<file path="config.mk">
export PLATFORM = sky130hd
export DESIGN_NAME = trimmed_mean_scorer
export DESIGN_NICKNAME = d
export VERILOG_FILES = /design/src/hw/rtl/tms_pkg.sv /design/src/hw/rtl/tms_datapath.sv /design/src/hw/rtl/tms_controller.sv /design/src/hw/rtl/trimmed_mean_scorer.sv
export SDC_FILE = /design/constraint.sdc
export NUM_CORES = 1
export LEC_CHECK = 0
export ABC_AREA = 0
export BUFFER_PORTS_ARGS = -buffer_cell sky130_fd_sc_hd__buf_2
export CAP_MARGIN = 20
export CORE_AREA = 2 2 171 173
export CTS_BUF_LIST = sky130_fd_sc_hd__clkbuf_8
export DETAILED_ROUTE_END_ITERATION = 8
export DIE_AREA = 0 0 173 175
export PLACE_DENSITY = 0.75
export SKIP_CTS_REPAIR_TIMING = 1
export SLEW_MARGIN = 20
export SYNTH_ARGS = -nofsm -noshare
export SYNTH_HDL_FRONTEND = slang
export SYNTH_SLANG_ARGS = --single-unit
</file>
<file path="constraint.sdc">
create_clock -name clk -period 9.5 [get_ports clk]
set_clock_uncertainty 0.05 [all_clocks]
set_input_delay 0.475 -clock clk [delete_from_list [all_inputs] [get_ports clk]]
set_output_delay 0.475 -clock clk [all_outputs]
set_load 0.02 [all_outputs]
</file>
<file path="src/hw/rtl/tms_pkg.sv">
// ----------------------------------------------------------------------------
// tms_pkg
// Shared widths, register indexes and controller/datapath interface types
// for the trimmed mean scorer.
// ----------------------------------------------------------------------------
package tms_pkg;

  localparam int MAX_JUDGES = 64;
  localparam int MIN_JUDGES = 3;
  localparam int MARK_W     = 16;
  localparam int JC_W       = 7;
  localparam int CNT_W      = $clog2(MAX_JUDGES + 1);
  localparam int SUM_W      = MARK_W + $clog2(MAX_JUDGES);
  // The divider retires two quotient bits per cycle.
  localparam int DIV_CYC    = (SUM_W + 1) / 2;
  localparam int QUO_W      = 2 * DIV_CYC;
  localparam int STEP_W     = $clog2(DIV_CYC);
  localparam int CFG_IDX_W  = 2;
  localparam int CFG_DATA_W = 16;

  localparam logic [CFG_IDX_W-1:0] REG_JUDGE_COUNT    = CFG_IDX_W'(0);
  localparam logic [CFG_IDX_W-1:0] REG_PASS_THRESHOLD = CFG_IDX_W'(1);

  typedef struct packed {
    logic accept;
    logic start;
    logic div_step;
    logic load_trim;
    logic load_out;
  } tms_cmd_t;

  typedef struct packed {
    logic set_end;
  } tms_stat_t;

endpackage

</file>
<file path="src/hw/rtl/tms_datapath.sv">
// ----------------------------------------------------------------------------
// tms_datapath
// Configuration registers, set accumulators, a shared radix-4 restoring
// divider and the result register.
// ----------------------------------------------------------------------------
module tms_datapath (
  input  logic                           clk,
  input  logic                           rst,
  input  logic                           cfg_write,
  input  logic [tms_pkg::CFG_IDX_W-1:0]  cfg_index,
  input  logic [tms_pkg::CFG_DATA_W-1:0] cfg_data,
  input  logic [tms_pkg::MARK_W-1:0]     mark,
  input  tms_pkg::tms_cmd_t              cmd,
  output tms_pkg::tms_stat_t             stat,
  output logic [tms_pkg::MARK_W-1:0]     trimmed_mean,
  output logic [tms_pkg::MARK_W-1:0]     full_mean,
  output logic [tms_pkg::MARK_W-1:0]     dropped_low,
  output logic [tms_pkg::MARK_W-1:0]     dropped_high,
  output logic                           passed
);
  import tms_pkg::*;

  logic [JC_W-1:0]   judge_count;
  logic [MARK_W-1:0] pass_threshold;

  logic [CNT_W-1:0]  marks_seen;
  logic [SUM_W-1:0]  running_sum;
  logic [MARK_W-1:0] lowest_so_far;
  logic [MARK_W-1:0] highest_so_far;

  logic [CNT_W-1:0]  seen_next;
  logic [SUM_W-1:0]  sum_next;
  logic [MARK_W-1:0] low_next;
  logic [MARK_W-1:0] high_next;
  logic [CNT_W-1:0]  eff_count;

  // Operands of the set under division
  logic [SUM_W-1:0]  op_sum;
  logic [MARK_W-1:0] op_low;
  logic [MARK_W-1:0] op_high;
  logic [CNT_W-1:0]  op_n;

  logic [CNT_W-1:0]  rem;
  logic [QUO_W-1:0]  quo;
  logic [CNT_W-1:0]  divisor;
  logic [MARK_W-1:0] full_q;
  logic [CNT_W+QUO_W-1:0] stepped;
  logic [SUM_W-1:0]  trim_sum;

  function automatic logic [CNT_W+QUO_W-1:0] div_step2(
    input logic [CNT_W-1:0] r,
    input logic [QUO_W-1:0] q,
    input logic [CNT_W-1:0] d
  );
    logic [CNT_W:0]   t;
    logic [CNT_W-1:0] rr;
    logic [QUO_W-1:0] qq;
    rr = r;
    qq = q;
    for (int k = 0; k < 2; k++) begin
      t  = {rr, qq[QUO_W-1]};
      qq = {qq[QUO_W-2:0], 1'b0};
      if (t >= {1'b0, d}) begin
        t     = t - {1'b0, d};
        qq[0] = 1'b1;
      end
      rr = t[CNT_W-1:0];
    end
    return {rr, qq};
  endfunction

  always_comb begin
    if (judge_count < JC_W'(MIN_JUDGES)) begin
      eff_count = CNT_W'(MIN_JUDGES);
    end else if (judge_count > JC_W'(MAX_JUDGES)) begin
      eff_count = CNT_W'(MAX_JUDGES);
    end else begin
      eff_count = CNT_W'(judge_count);
    end
  end

  assign seen_next = marks_seen + CNT_W'(1);
  assign sum_next  = running_sum + SUM_W'(mark);
  assign low_next  = (mark < lowest_so_far) ? mark : lowest_so_far;
  assign high_next = (mark > highest_so_far) ? mark : highest_so_far;
  assign stat.set_end = (seen_next >= eff_count);

  assign stepped  = div_step2(rem, quo, divisor);
  assign trim_sum = op_sum - SUM_W'(op_low) - SUM_W'(op_high);

  always_ff @(posedge clk) begin
    if (rst) begin
      judge_count    <= JC_W'(MIN_JUDGES);
      pass_threshold <= '0;
    end else if (cfg_write) begin
      unique case (cfg_index)
        REG_JUDGE_COUNT:    judge_count    <= cfg_data[JC_W-1:0];
        REG_PASS_THRESHOLD: pass_threshold <= cfg_data[MARK_W-1:0];
        default: ;
      endcase
    end
  end

  always_ff @(posedge clk) begin
    if (rst || cmd.start) begin
      marks_seen     <= '0;
      running_sum    <= '0;
      lowest_so_far  <= '1;
      highest_so_far <= '0;
    end else if (cmd.accept) begin
      marks_seen     <= seen_next;
      running_sum    <= sum_next;
      lowest_so_far  <= low_next;
      highest_so_far <= high_next;
    end
  end

  always_ff @(posedge clk) begin
    if (cmd.start) begin
      op_sum  <= sum_next;
      op_low  <= low_next;
      op_high <= high_next;
      op_n    <= seen_next;
      rem     <= '0;
      quo     <= QUO_W'(sum_next);
      divisor <= seen_next;
    end else if (cmd.load_trim) begin
      // The final step of the full mean lands here while the trimmed
      // division is loaded.
      full_q  <= stepped[MARK_W-1:0];
      rem     <= '0;
      quo     <= QUO_W'(trim_sum);
      divisor <= op_n - CNT_W'(2);
    end else if (cmd.div_step) begin
      rem <= stepped[CNT_W+QUO_W-1:QUO_W];
      quo <= stepped[QUO_W-1:0];
    end
  end

  always_ff @(posedge clk) begin
    if (cmd.load_out) begin
      trimmed_mean <= quo[MARK_W-1:0];
      full_mean    <= full_q;
      dropped_low  <= op_low;
      dropped_high <= op_high;
      passed       <= (full_q >= pass_threshold);
    end
  end

endmodule

</file>
<file path="src/hw/rtl/tms_controller.sv">
// ----------------------------------------------------------------------------
// tms_controller
// Handshake control, divider sequencing and output valid for the scorer.
// ----------------------------------------------------------------------------
module tms_controller (
  input  logic               clk,
  input  logic               rst,
  input  logic               in_valid,
  output logic               in_ready,
  output logic               out_valid,
  input  logic               out_ready,
  input  tms_pkg::tms_stat_t stat,
  output tms_pkg::tms_cmd_t  cmd
);
  import tms_pkg::*;

  localparam logic [1:0] S_IDLE = 2'd0;
  localparam logic [1:0] S_FULL = 2'd1;
  localparam logic [1:0] S_TRIM = 2'd2;
  localparam logic [1:0] S_DONE = 2'd3;

  logic [1:0]        state;
  logic [1:0]        state_next;
  logic [STEP_W-1:0] step;
  logic              last_step;
  logic              accept;
  logic              start;
  logic              div_step;
  logic              load_trim;
  logic              load_out;

  assign last_step = (step == STEP_W'(DIV_CYC - 1));

  // Marks that do not close a set are taken at any time; a closing mark
  // waits until the controller is back in idle.
  assign in_ready = !stat.set_end || (state == S_IDLE);
  assign accept   = in_valid && in_ready;
  assign start    = accept && stat.set_end;

  assign cmd.accept    = accept;
  assign cmd.start     = start;
  assign cmd.div_step  = div_step;
  assign cmd.load_trim = load_trim;
  assign cmd.load_out  = load_out;

  always_comb begin
    state_next = state;
    div_step   = 1'b0;
    load_trim  = 1'b0;
    load_out   = 1'b0;
    unique case (state)
      S_IDLE: begin
        if (start) state_next = S_FULL;
      end
      S_FULL: begin
        if (last_step) begin
          load_trim  = 1'b1;
          state_next = S_TRIM;
        end else begin
          div_step = 1'b1;
        end
      end
      S_TRIM: begin
        div_step = 1'b1;
        if (last_step) state_next = S_DONE;
      end
      S_DONE: begin
        if (!out_valid || out_ready) begin
          load_out   = 1'b1;
          state_next = S_IDLE;
        end
      end
      default: state_next = S_IDLE;
    endcase
  end

  always_ff @(posedge clk) begin
    if (rst) begin
      state     <= S_IDLE;
      step      <= '0;
      out_valid <= 1'b0;
    end else begin
      state <= state_next;
      if ((state == S_FULL || state == S_TRIM) && !last_step) begin
        step <= step + STEP_W'(1);
      end else begin
        step <= '0;
      end
      if (load_out) begin
        out_valid <= 1'b1;
      end else if (out_ready) begin
        out_valid <= 1'b0;
      end
    end
  end

endmodule

</file>
<file path="src/hw/rtl/trimmed_mean_scorer.sv">
// ----------------------------------------------------------------------------
// trimmed_mean_scorer
// Scores sets of judges' marks: trimmed mean, plain mean, dropped marks and
// a pass flag.
//
// Marks enter on the in_valid/in_ready channel, one per transaction, and
// sets of judge_count marks (clamped to 3..64) close on their last mark.
// Each closed set yields one result transaction on out_valid/out_ready.
// Registers are written through cfg_write, cfg_index and cfg_data; the user
// must do so only while the block is idle, as the block itself does not
// enforce it. Index 0 is judge_count, index 1 is the pass threshold. Marks
// that do not close a set are taken in one cycle each, also while the
// previous set is still being divided. The closing mark is accepted only
// when the shared divider is free; it then needs two divisions, the full
// mean first and the trimmed mean second, before its result is registered.
// The result is held in an output register; if the receiver stalls, the
// next set still accumulates, and only its closing mark waits.
// Reset clears the set in progress and restores judge_count to 3 and the
// pass threshold to 0.
// ----------------------------------------------------------------------------
module trimmed_mean_scorer (
  input  logic                           clk,
  input  logic                           rst,
  input  logic                           cfg_write,
  input  logic [tms_pkg::CFG_IDX_W-1:0]  cfg_index,
  input  logic [tms_pkg::CFG_DATA_W-1:0] cfg_data,
  input  logic                           in_valid,
  output logic                           in_ready,
  input  logic [tms_pkg::MARK_W-1:0]     mark,
  output logic                           out_valid,
  input  logic                           out_ready,
  output logic [tms_pkg::MARK_W-1:0]     trimmed_mean,
  output logic [tms_pkg::MARK_W-1:0]     full_mean,
  output logic [tms_pkg::MARK_W-1:0]     dropped_low,
  output logic [tms_pkg::MARK_W-1:0]     dropped_high,
  output logic                           passed
);
  import tms_pkg::*;

  tms_cmd_t  cmd;
  tms_stat_t stat;

  tms_controller u_ctrl (
    .clk       (clk),
    .rst       (rst),
    .in_valid  (in_valid),
    .in_ready  (in_ready),
    .out_valid (out_valid),
    .out_ready (out_ready),
    .stat      (stat),
    .cmd       (cmd)
  );

  tms_datapath u_dp (
    .clk          (clk),
    .rst          (rst),
    .cfg_write    (cfg_write),
    .cfg_index    (cfg_index),
    .cfg_data     (cfg_data),
    .mark         (mark),
    .cmd          (cmd),
    .stat         (stat),
    .trimmed_mean (trimmed_mean),
    .full_mean    (full_mean),
    .dropped_low  (dropped_low),
    .dropped_high (dropped_high),
    .passed       (passed)
  );

endmodule

</file>
==> flow_metrics.tcl <==
set metrics [dict create \
    vdd_drop_max_v 0.000117 \
    nFillCells 2428 \
    maxCapViolations 0 \
    crit_required_ns 9.93 \
    synth_edf_count 171 \
    status "finished, final reports clean" \
    grtUsageMet1 0.277 \
    crit_type "register to register" \
    grt_antenna_before_repair 0 \
    grt-ovfl-total 0 \
    first_global_vias 9692 \
    finalMaxSlewViolations 0 \
    avgSynthCellArea_um2 10.6 \
    first_iter_violations 647 \
    grt_setup_unrepaired "no" \
    grt.busiest_layer "met2" \
    muxShareOfSynthArea 0.0449 \
    worst_pin_slew_ns 1.07 \
    gr-usage-met3 0.0324 \
    p_per_area_nw_per_um2 266 \
    diodes 0 \
    slowest_delay_ns 0.56 \
    synth_top_family_by_area "adder cells" \
    fin_crit_sh 0.475 \
    path_cells "inv_1, ha_1, inv_1, fa_1, a21o_1, a21oi_2, o21ai_2, a31oi_1, buf_4, mux2_2, ha_1, nor2b_1, o21ai_1, a21boi_1, o21ai_0, nand2_1, a211oi_4, mux2_2, a21oi_1" \
    gp_congestion 0.860 \
    drt-pass1-iter-count 5 \
    ys_types 69 \
    synth_compound_gate_area_share 0.120 \
    cpMaxStageDelayCell "a211oi_4" \
    synth_xor_area_frac 0.0404 \
    layoutNonFillerInstCount 1871 \
    hold_class "primary input to register" \
    die_h_um 175 \
    die_w_um 173 \
    yosysWarnings 0 \
    synthAdderAreaFrac 0.125 \
    grt_use_met2 0.323 \
    placed_cells 1787 \
    drtAntennaViolNets 0 \
    viasPerCell 5.32 \
    syn_inst 1331 \
    yosys.area.top_type "edfxtp_1" \
    leakage_nw 6.54 \
    htree_levels 2 \
    cp.arrival_ns 4.94 \
    io_pins 106 \
    routed_wl_um 30500 \
    route.detailed.drc 0 \
    io_buffers 105 \
    dieArea_um2 30300 \
    grt_pass1_wl_um 49100 \
    syn_nets 1500 \
    yosysSeqAreaShare 0.503 \
    power_mw 4.21 \
    drive_gt1_frac 0.145 \
    start_util 0.497 \
    setup_tns_ns 0 \
    routedWlPerCell_um 16.3 \
    num_rows 62 \
    path_max_fanout 13 \
    clock-root-buffer "clkbuf_8" \
    dp.final_hpwl_um 22100 \
    hold_violations 0 \
    async_flop_share 0 \
    ys_ff_latch 269 \
    numCtsBuffers 45 \
    finalNetCount 1619 \
    timing.fmax_ghz 0.221 \
    hold_slack_ns 0.0999 \
    finalSetupViolCount 0 \
    critPathBufInv 3 \
    clk_pin_slew_worst_paths_ns 0.06 \
    synth_top_area_frac 0.364 \
    netlist_top_cells_area "edfxtp_1, dfxtp_1, ha_1" \
    vias 9954 \
    end_kind "register" \
    clk_path_buf_depth 3 \
    synthSimpleGateAreaFrac 0.122 \
    syn_area_um2 14100 \
    clock_latency_ns 0.57 \
    yosys-top-cells-count "edfxtp_1, nand2_1, nor2_1, inv_1, ha_1" \
    cp-start-kind "register" \
    clock_sinks 269 \
    grt_use_total 0.201 \
    post-synth-top-count-cell "edfxtp_1" \
    cts_tree "done" \
    slew_headroom 0.289 \
    grt_max_degree 79 \
    path_delay_family "compound AO/OA/AOI/OAI gates" \
    fp.coreArea_um2 28400 \
    period_needed_ns 4.52 \
    area_growth_pct 12.3 \
    ys.flop_type "edfxtp_1" \
]
## flip-flops by register name, indices dropped and copies added (netlist names), 16 cells and up
| name | count |
|---|---|
| u_dp.op_low | 16 |
| u_dp.dropped_high | 16 |
| u_dp.highest_so_far | 16 |
| u_dp.lowest_so_far | 16 |
| u_dp.running_sum | 22 |
| u_dp.full_q | 16 |
| u_dp.pass_threshold | 16 |
| u_dp.op_high | 16 |
| u_dp.op_sum | 22 |
| u_dp.quo | 22 |
| u_dp.dropped_low | 16 |
| u_dp.full_mean | 16 |
| u_dp.trimmed_mean | 16 |
## worst paths after layout
check | startpoint | endpoint | slack [ns] | depth (start not counted)
max | u_dp.quo[21] | u_dp.rem[0] | 4.98 | 19
min | cfg_data[15] | u_dp.pass_threshold[15] | 0.1 | 3
max reg2reg | u_dp.quo[21] | u_dp.rem[0] | 4.98 | 19
min reg2reg | u_dp.op_low[4] | u_dp.dropped_low[4] | 0.40 | 0
## final cells by class
class | count | area (µm²) | share of cell area
Timing Repair Buffer | 114 | 593 | 0.0375
Multi-Input combinational cell | 903 | 6390 | 0.403
Clock buffer | 50 | 688 | 0.0435
Clock inverter | 34 | 148 | 0.00932
Inverter | 117 | 440 | 0.0278
Tap cell | 384 | 480 | 0.0303
Sequential cell | 269 | 7100 | 0.448
## cells in the final DEF (no fill, tap or decap), types with 4 or more instances in the layout
master / Yosys / layout
o21a_1: 7 / 7
nand3_1: 15 / 15
o31ai_1: 4 / 4
a21boi_0: 6 / 6
buf_4: 3 / 9
nor3_1: 16 / 16
inv_1: 116 / 139
o21ai_0: 68 / 67
nor4_1: 5 / 5
nand2b_1: 12 / 11
nor3b_1: 4 / 4
nor2b_1: 14 / 13
o21ai_1: 3 / 4
dfxtp_1: 98 / 98
buf_2: 5 / 105
nand3b_1: 4 / 4
edfxtp_1: 171 / 171
xor2_1: 22 / 22
and3_1: 4 / 4
ha_1: 111 / 111
nand2_1: 140 / 140
xnor2_1: 43 / 43
clkbuf_8: 0 / 50
a21o_1: 25 / 25
or2_2: 7 / 7
mux2_2: 18 / 18
clkinv_2: 0 / 6
or3_1: 7 / 7
nand4_1: 12 / 12
mux2i_1: 43 / 43
nor2_1: 134 / 134
a21oi_1: 88 / 88
a31oi_1: 7 / 7
fa_1: 19 / 19
o211ai_1: 6 / 6
a211oi_1: 19 / 19
## per-layer routing
layer	part of all wire	vias to the layer above
li1	-	4921
met1	0.47	4698
met2	0.45	275
met3	0.052	60
met4	0.028	0
met5	0	-
## report_power, final
part | switching (mW) | leakage, nW | total (mW) | internal [mW]
clock network | 0.461 | 0.515 | 0.947 | 0.485
registers | 0.123 | 2.36 | 1.65 | 1.53
logic | 0.950 | 3.67 | 1.61 | 0.661
total | 1.54 | 6.54 | 4.21 | 2.67
## worst min-delay path: cells and delay by family
kind / cells / cell delay, ns
buffers and inverters: 1 / 0.10
AND/OR/NAND/NOR: 1 / 0.05
AO/OA/AOI/OAI: 1 / 0.05
## metrics by stage
| step | utilization | instance area (µm²) | setup slack, ns |
|---|---|---|---|
| floorplan | - | 14100 | 5.14 |
| global placement | 0.528 | 15000 | 5.03 |
| detailed placement | 0.528 | 15000 | 5.00 |
| CTS | 0.558 | 15800 | 4.97 |
| global route | 0.558 | 15800 | 4.54 |
| finish | 0.558 | 15800 | 4.98 |
## kinds of logic after synthesis
family                     Yosys count
and+or+nand+nor                    383
DFF                                269
xor gates and xnor gates            65
adders and majority gates          130
buffers and inverters              159
AOI/OAI and AO/OA                  264
muxes                               61
Note: power is estimated with default switching activity, not from simulation.
